<file path="config.mk">
export PLATFORM = sky130hd
export DESIGN_NAME = cigar_ref_to_query_offset
export DESIGN_NICKNAME = d
export VERILOG_FILES = /design/src/rtl/cro_pkg.sv /design/src/rtl/cigar_ref_to_query_offset.sv /design/src/rtl/cro_in_stage.sv /design/src/rtl/cro_map_core.sv /design/src/rtl/cro_out_stage.sv
export SDC_FILE = /design/constraint.sdc
export NUM_CORES = 1
export LEC_CHECK = 0
export BUFFER_PORTS_ARGS = -buffer_cell sky130_fd_sc_hd__buf_4
export CORE_UTILIZATION = 45
export DETAILED_ROUTE_END_ITERATION = 12
export PLACE_DENSITY_LB_ADDON = 0.08
export SLEW_MARGIN = 25
export SYNTH_ARGS = -nofsm -noshare
export SYNTH_HDL_FRONTEND = slang
export SYNTH_HIERARCHICAL = 1
export SYNTH_SLANG_ARGS = --single-unit
</file>
<file path="constraint.sdc">
create_clock -name clk -period 24.9 [get_ports clk]
set_clock_uncertainty 0.15 [all_clocks]
set_input_delay 6.225 -clock clk [delete_from_list [all_inputs] [get_ports clk]]
set_output_delay 6.225 -clock clk [all_outputs]
set_load 0.005 [all_outputs]
</file>
<file path="src/rtl/cro_pkg.sv">
package cro_pkg;

  localparam int MAX_OPS   = 1024;
  localparam int CNT_W     = $clog2(MAX_OPS + 2);
  localparam int OP_IDX_W  = 11;
  localparam int LEN_W     = 28;
  localparam int OPC_W     = 4;

  // CIGAR opcodes; 9 is treated as M
  localparam logic [OPC_W-1:0] OP_M   = 4'd0;
  localparam logic [OPC_W-1:0] OP_I   = 4'd1;
  localparam logic [OPC_W-1:0] OP_D   = 4'd2;
  localparam logic [OPC_W-1:0] OP_N   = 4'd3;
  localparam logic [OPC_W-1:0] OP_S   = 4'd4;
  localparam logic [OPC_W-1:0] OP_H   = 4'd5;
  localparam logic [OPC_W-1:0] OP_P   = 4'd6;
  localparam logic [OPC_W-1:0] OP_EQ  = 4'd7;
  localparam logic [OPC_W-1:0] OP_X   = 4'd8;
  localparam logic [OPC_W-1:0] OP_ALT = 4'd9;

  typedef struct packed {
    logic [31:0] cigar_word;
    logic [31:0] ref_offset;
    logic        last_op;
  } cro_in_t;

  typedef struct packed {
    logic [31:0]         query_offset;
    logic                found;
    logic [OP_IDX_W-1:0] op_index;
    logic [LEN_W-1:0]    offset_in_op;
    logic [31:0]         total_query_len;
    logic [31:0]         total_ref_len;
  } cro_out_t;

  function automatic logic uses_query(input logic [OPC_W-1:0] op);
    logic q;
    case (op)
      OP_M, OP_I, OP_S, OP_EQ, OP_X, OP_ALT: q = 1'b1;
      default:                              q = 1'b0;
    endcase
    return q;
  endfunction

  function automatic logic uses_ref(input logic [OPC_W-1:0] op);
    logic r;
    case (op)
      OP_M, OP_D, OP_N, OP_EQ, OP_X, OP_ALT: r = 1'b1;
      default:                              r = 1'b0;
    endcase
    return r;
  endfunction

  function automatic logic [31:0] sat_add(input logic [31:0] a, input logic [31:0] b);
    logic [32:0] s;
    s = {1'b0, a} + {1'b0, b};
    return s[32] ? 32'hFFFF_FFFF : s[31:0];
  endfunction

endpackage

</file>
<file path="src/rtl/cigar_ref_to_query_offset.sv">
// Maps a reference offset onto the query through a streamed alignment CIGAR,
// one packed word per transaction (opcode in bits 3:0, run length above it).
// The reference offset is taken from the first word of each record; the word
// flagged last_op closes the record and yields one result: query offset, hit
// flag, hit op index and position within it, and the saturating query and
// reference lengths. Other words give no result. The block accepts one word
// per clock while in_stall is low; each accepted word sits in the input
// register while the combinational state update (one 32-bit compare, one
// subtract and up to three saturating adds) computes the value loaded into
// the result register when the word advances.
// A waiting result stalls the input only when the next word also closes a
// record. Words beyond 1024 in a record are ignored, apart from closing it.
module cigar_ref_to_query_offset
  import cro_pkg::*;
(
  input  logic     clk,
  input  logic     rst_n,
  input  logic     in_valid,
  input  cro_in_t  in_data,
  output logic     in_stall,
  output logic     out_valid,
  output cro_out_t out_data,
  input  logic     out_stall
);

  logic     item_valid;
  cro_in_t  item;
  logic     out_free;
  logic     advance;
  cro_out_t result;

  assign advance = item_valid && (!item.last_op || out_free);

  cro_in_stage u_in (
    .clk        (clk),
    .rst_n      (rst_n),
    .in_valid   (in_valid),
    .in_data    (in_data),
    .in_stall   (in_stall),
    .advance    (advance),
    .item_valid (item_valid),
    .item       (item)
  );

  cro_map_core u_core (
    .clk     (clk),
    .rst_n   (rst_n),
    .advance (advance),
    .item    (item),
    .result  (result)
  );

  cro_out_stage u_out (
    .clk       (clk),
    .rst_n     (rst_n),
    .load      (advance && item.last_op),
    .result    (result),
    .out_free  (out_free),
    .out_valid (out_valid),
    .out_data  (out_data),
    .out_stall (out_stall)
  );

endmodule

</file>
<file path="src/rtl/cro_in_stage.sv">
module cro_in_stage
  import cro_pkg::*;
(
  input  logic    clk,
  input  logic    rst_n,
  input  logic    in_valid,
  input  cro_in_t in_data,
  output logic    in_stall,
  input  logic    advance,
  output logic    item_valid,
  output cro_in_t item
);

  logic    valid_r;
  cro_in_t data_r;

  // hold the registered transaction until the core takes it
  assign in_stall   = valid_r && !advance;
  assign item_valid = valid_r;
  assign item       = data_r;

  always_ff @(posedge clk) begin
    if (!rst_n) begin
      valid_r <= 1'b0;
    end else if (!in_stall) begin
      valid_r <= in_valid;
    end
  end

  always_ff @(posedge clk) begin
    if (in_valid && !in_stall) begin
      data_r <= in_data;
    end
  end

endmodule

</file>
<file path="src/rtl/cro_map_core.sv">
module cro_map_core
  import cro_pkg::*;
(
  input  logic     clk,
  input  logic     rst_n,
  input  logic     advance,
  input  cro_in_t  item,
  output cro_out_t result
);

  localparam logic [CNT_W-1:0] MAX_OPS_C = CNT_W'(MAX_OPS);

  logic             record_open_r, record_open_nxt;
  logic [31:0]      remaining_ref_r, remaining_ref_nxt;
  logic [31:0]      query_pos_r, query_pos_nxt;
  logic             hit_flag_r, hit_flag_nxt;
  logic [CNT_W-1:0] hit_index_r, hit_index_nxt;
  logic [LEN_W-1:0] hit_offset_r, hit_offset_nxt;
  logic [CNT_W-1:0] op_counter_r, op_counter_nxt;
  logic [31:0]      query_sum_r, query_sum_nxt;
  logic [31:0]      ref_sum_r, ref_sum_nxt;

  always_comb begin
    logic [OPC_W-1:0] op;
    logic [31:0]      len;
    logic             q;
    logic             r;
    logic [CNT_W-1:0] cnt_p1;

    op  = item.cigar_word[OPC_W-1:0];
    len = {4'd0, item.cigar_word[31:4]};
    q   = uses_query(op);
    r   = uses_ref(op);

    remaining_ref_nxt = remaining_ref_r;
    query_pos_nxt     = query_pos_r;
    hit_flag_nxt      = hit_flag_r;
    hit_index_nxt     = hit_index_r;
    hit_offset_nxt    = hit_offset_r;
    op_counter_nxt    = op_counter_r;
    query_sum_nxt     = query_sum_r;
    ref_sum_nxt       = ref_sum_r;

    // first word of a record: start from a clean slate
    if (!record_open_r) begin
      remaining_ref_nxt = item.ref_offset;
      query_pos_nxt     = '0;
      hit_flag_nxt      = 1'b0;
      hit_index_nxt     = '0;
      hit_offset_nxt    = '0;
      op_counter_nxt    = '0;
      query_sum_nxt     = '0;
      ref_sum_nxt       = '0;
    end

    // drop words beyond the op limit
    if (op_counter_nxt < MAX_OPS_C) begin
      if (!hit_flag_nxt) begin
        if (r && (len != '0) && (remaining_ref_nxt < len)) begin
          hit_flag_nxt   = 1'b1;
          hit_index_nxt  = op_counter_nxt;
          hit_offset_nxt = remaining_ref_nxt[LEN_W-1:0];
          if (q) begin
            query_pos_nxt = sat_add(query_pos_nxt, remaining_ref_nxt);
          end
        end else begin
          if (r) begin
            remaining_ref_nxt = remaining_ref_nxt - len;
          end
          if (q) begin
            query_pos_nxt = sat_add(query_pos_nxt, len);
          end
        end
      end
      if (q) begin
        query_sum_nxt = sat_add(query_sum_nxt, len);
      end
      if (r) begin
        ref_sum_nxt = sat_add(ref_sum_nxt, len);
      end
      op_counter_nxt = op_counter_nxt + 1'b1;
    end

    record_open_nxt = !item.last_op;

    cnt_p1                 = op_counter_nxt + 1'b1;
    result.query_offset    = query_pos_nxt;
    result.found           = hit_flag_nxt;
    result.op_index        = hit_flag_nxt ? OP_IDX_W'(hit_index_nxt) : OP_IDX_W'(cnt_p1);
    result.offset_in_op    = hit_flag_nxt ? hit_offset_nxt : '0;
    result.total_query_len = query_sum_nxt;
    result.total_ref_len   = ref_sum_nxt;
  end

  always_ff @(posedge clk) begin
    if (!rst_n) begin
      record_open_r <= 1'b0;
    end else if (advance) begin
      record_open_r <= record_open_nxt;
    end
  end

  always_ff @(posedge clk) begin
    if (advance) begin
      remaining_ref_r <= remaining_ref_nxt;
      query_pos_r     <= query_pos_nxt;
      hit_flag_r      <= hit_flag_nxt;
      hit_index_r     <= hit_index_nxt;
      hit_offset_r    <= hit_offset_nxt;
      op_counter_r    <= op_counter_nxt;
      query_sum_r     <= query_sum_nxt;
      ref_sum_r       <= ref_sum_nxt;
    end
  end

endmodule

</file>
<file path="src/rtl/cro_out_stage.sv">
module cro_out_stage
  import cro_pkg::*;
(
  input  logic     clk,
  input  logic     rst_n,
  input  logic     load,
  input  cro_out_t result,
  output logic     out_free,
  output logic     out_valid,
  output cro_out_t out_data,
  input  logic     out_stall
);

  logic     valid_r;
  cro_out_t data_r;

  assign out_free  = !valid_r || !out_stall;
  assign out_valid = valid_r;
  assign out_data  = data_r;

  always_ff @(posedge clk) begin
    if (!rst_n) begin
      valid_r <= 1'b0;
    end else if (load) begin
      valid_r <= 1'b1;
    end else if (!out_stall) begin
      valid_r <= 1'b0;
    end
  end

  always_ff @(posedge clk) begin
    if (load) begin
      data_r <= result;
    end
  end

endmodule

</file>
==> qor.yml <==
grt_max_degree: 71
first_pass_iters: 7
post-dp-hpwl_um: 50320
wl_um: 69640
ctsHoldBuffers: 0
path_clk_slew_ns: 0.06
vias_per_cell: 5.832
fmax_mhz: 75.38
cts_made_buffers: 44
rr_worst_depth: 15
finalCritPeriodShare: 0.5328
fin_setup_tns_ns: 0
grtUsageTotal: 0.2447
wl_per_cell_um: 21.13
antenna_found_initial: 1
dieArea_um2: 55330
ir_worst_vdd_uv: 45.79
rows: 85
crit_fanout: 3
fin_nets: 2764
syn_area_um2: 24480
power.leakage_nw: 11.39
startpoint_type: "input port"
setup_viol: 0
grt_pass1_vias: 18210
clock_latency_ns: 0.58
ant_nets: 0
core_um2: 53810
hp-class: "register to register"
tightestPinTransition_ns: 1.029
die_h_um: 235.2
synthDistinctLibCells: 111
hold_depth: 2
cts_setup_buffers: 0
yosysWarnings: 6
synth_ff_type: "edfxtp_1"
drv_slew: 0
h-tree-depth: 2
rsz0062_at_grt: "no"
cts_num_sinks: 383
globalplace.congestion: 0.9141
area_growth_pct: 14.60
relSlewSlack: 0.3138
period_needed_ns: 13.27
synth-edff-count: 380
synth_nets: 2592
clk_path_buf_depth: 3
drive_above_1_share: 0.1477
worstPathArrival_ns: 6.89
cts_root_buffer: "clkbuf_16"
finalHoldViolCount: 0
ios: 207
worst_setup_path_end_kind: "primary output"
path_class: "input port to primary output"
crit_required_ns: 18.53
synth.avg_cell_area_um2: 10.23
overflow: 0
status: "finished clean"
p_per_area_nw_per_um2: 65.59
drc: 0
cap_violations: 0
vias: 19220
diodes: 0
portBuffers: 206
synth-seq-cells: 383
die_w_um: 235.2
total_power_mw: 1.840
initial_core_util: 0.4549
yosysSeqAreaShare: 0.4686
async_flop_share: 0
grt_first_pass_wirelength_um: 105300
cts_tree: "done"
synthCells: 2392
drt_iter0_drc: 1406
cts.repair.resized: 0
-- worst max-delay path, stage by stage --
cell	delay (ns)
buf_4	0.11
nand2_1	0.08
inv_1	0.08
a21boi_4	0.19
nor2b_4	0.07
buf_4	0.13
-- cells by family (layout without fill, tap and decap cells) --
| group | Yosys count | count (layout) | share of synthesized area |
|---|---|---|---|
| xor+xnor | 165 | 165 | 0.05934 |
| simple gates | 707 | 707 | 0.1422 |
| flops | 383 | 383 | 0.4686 |
| compound gates | 728 | 728 | 0.1962 |
| fa+ha+maj | 140 | 140 | 0.07222 |
| mux | 48 | 48 | 0.02070 |
| buf+inv | 221 | 429 | 0.04069 |
-- cell usage after synthesis (7+ instances only) --
master     instances  area (µm²)
edfxtp_1         380       11410
nand2_1          220       825.8
a21oi_1          185       925.9
nor2_1           167       626.9
o21ai_0          149       745.7
ha_1             126        1577
inv_1            115       431.7
xnor2_1          107       937.2
and2_1            88       550.5
a21o_1            68       510.5
xor2_1            57       499.2
clkbuf_1          52       195.2
nand3_1           48       240.2
nor3_1            33       165.2
a31oi_1           32       200.2
o21a_1            32       240.2
mux2i_1           27       270.3
o21ai_1           24       120.1
a2bb2oi_1         23       201.4
and3_1            22       137.6
buf_2             22       110.1
mux2_2            21       236.5
nor2b_1           21       131.4
a22oi_1           20       150.1
o31ai_1           20       150.1
a22o_1            18       157.7
nand4_1           17       106.4
o21bai_1          17       127.6
o211ai_1          16       120.1
nand2b_1          14       87.58
or3_1             13       81.33
a211oi_1          12       90.09
nor4_1            12       75.07
buf_4             11       82.58
buf_6             10       112.6
a211o_1            9       78.83
a31o_2             8       70.07
maj3_1             8       80.08
o2111ai_1          7       61.31
o31a_1             7       61.31
or2_2              7       43.79
-- stage by stage --
step           worst slack [ns]  hold WS [ns]  instances  utilization  instance area, µm²
2_1_floorplan             3.781        0.3587       2392            -               24480
3_3_place_gp              11.65        0.3664       3213       0.4932               26540
3_5_place_dp              11.63        0.3771       3214       0.4936               26560
4_1_cts                   11.63        0.3900       3296       0.5212               28050
5_1_grt                   11.59        0.4007       3296       0.5213               28050
6_report                  11.63        0.3907       3296       0.5213               28050
-- layout by cell type (no fill, tap or decap), types with 21 or more instances in the layout --
master,netlist,routed
nand3_1,48,48
o21ai_0,149,149
inv_1,115,115
xor2_1,57,57
nand2_1,220,220
a21oi_1,185,185
ha_1,126,126
and2_1,88,88
o21ai_1,24,23
a2bb2oi_1,23,23
clkbuf_16,0,46
a21o_1,68,68
and3_1,22,22
edfxtp_1,380,380
mux2_2,21,21
mux2i_1,27,27
xnor2_1,107,107
o21a_1,32,32
buf_4,11,228
nor2_1,167,167
a31oi_1,32,32
nor3_1,33,33
-- report_power, final --
group | internal (mW) | total [mW] | leakage (nW) | switching, mW
registers | 0.769 | 0.805 | 3.68 | 0.0360
logic | 0.147 | 0.368 | 6.99 | 0.221
clock network | 0.392 | 0.667 | 0.723 | 0.276
total | 1.31 | 1.84 | 11.4 | 0.532
-- per-layer routing --
layer	global-route usage	up-vias	share of wire
met5	0	-	0
met4	0.06754	0	0.021
met3	0.03600	95	0.053
met2	0.4084	523	0.48
met1	0.3314	9364	0.45
li1	-	9241	-
-- sequential cells by signal, indices dropped and copies added, names as in the netlist, 11 cells and up --
register                cells
u_core/op_counter_r        11
u_out/out_data            136
u_core/remaining_ref_r     32
u_core/ref_sum_r           32
u_core/hit_offset_r        28
u_core/query_sum_r         32
u_core/query_pos_r         32
u_in/item                  65
u_core/hit_index_r         11
-- area by class of cell --
type                            instances  area, µm²
Inverter                              117      439.2
Tap cell                              696      870.8
Sequential cell                       383      11470
Clock inverter                         31      317.8
Timing Repair Buffer                  230       1738
Multi-Input combinational cell       1788      12040
Fill cell                            4848      25760
Clock buffer                           51       1170
-- path summary, 6_finish.rpt --
| kind | startpoint | endpoint | slack [ns] |
|---|---|---|---|
| worst max-delay path | out_stall | in_stall | 11.63 |
| worst min-delay path | u_core/hit_offset_r[16]$_DFFE_PP_ | u_core/hit_offset_r[16]$_DFFE_PP_ | 0.39 |
| worst max register to register | u_core/record_open_r$_SDFFE_PN0P_ | u_out/out_data[126]$_DFFE_PP_ | 18.52 |
| worst min register to register | u_core/hit_offset_r[16]$_DFFE_PP_ | u_core/hit_offset_r[16]$_DFFE_PP_ | 0.39 |
Power figures use the tool's default switching activity.
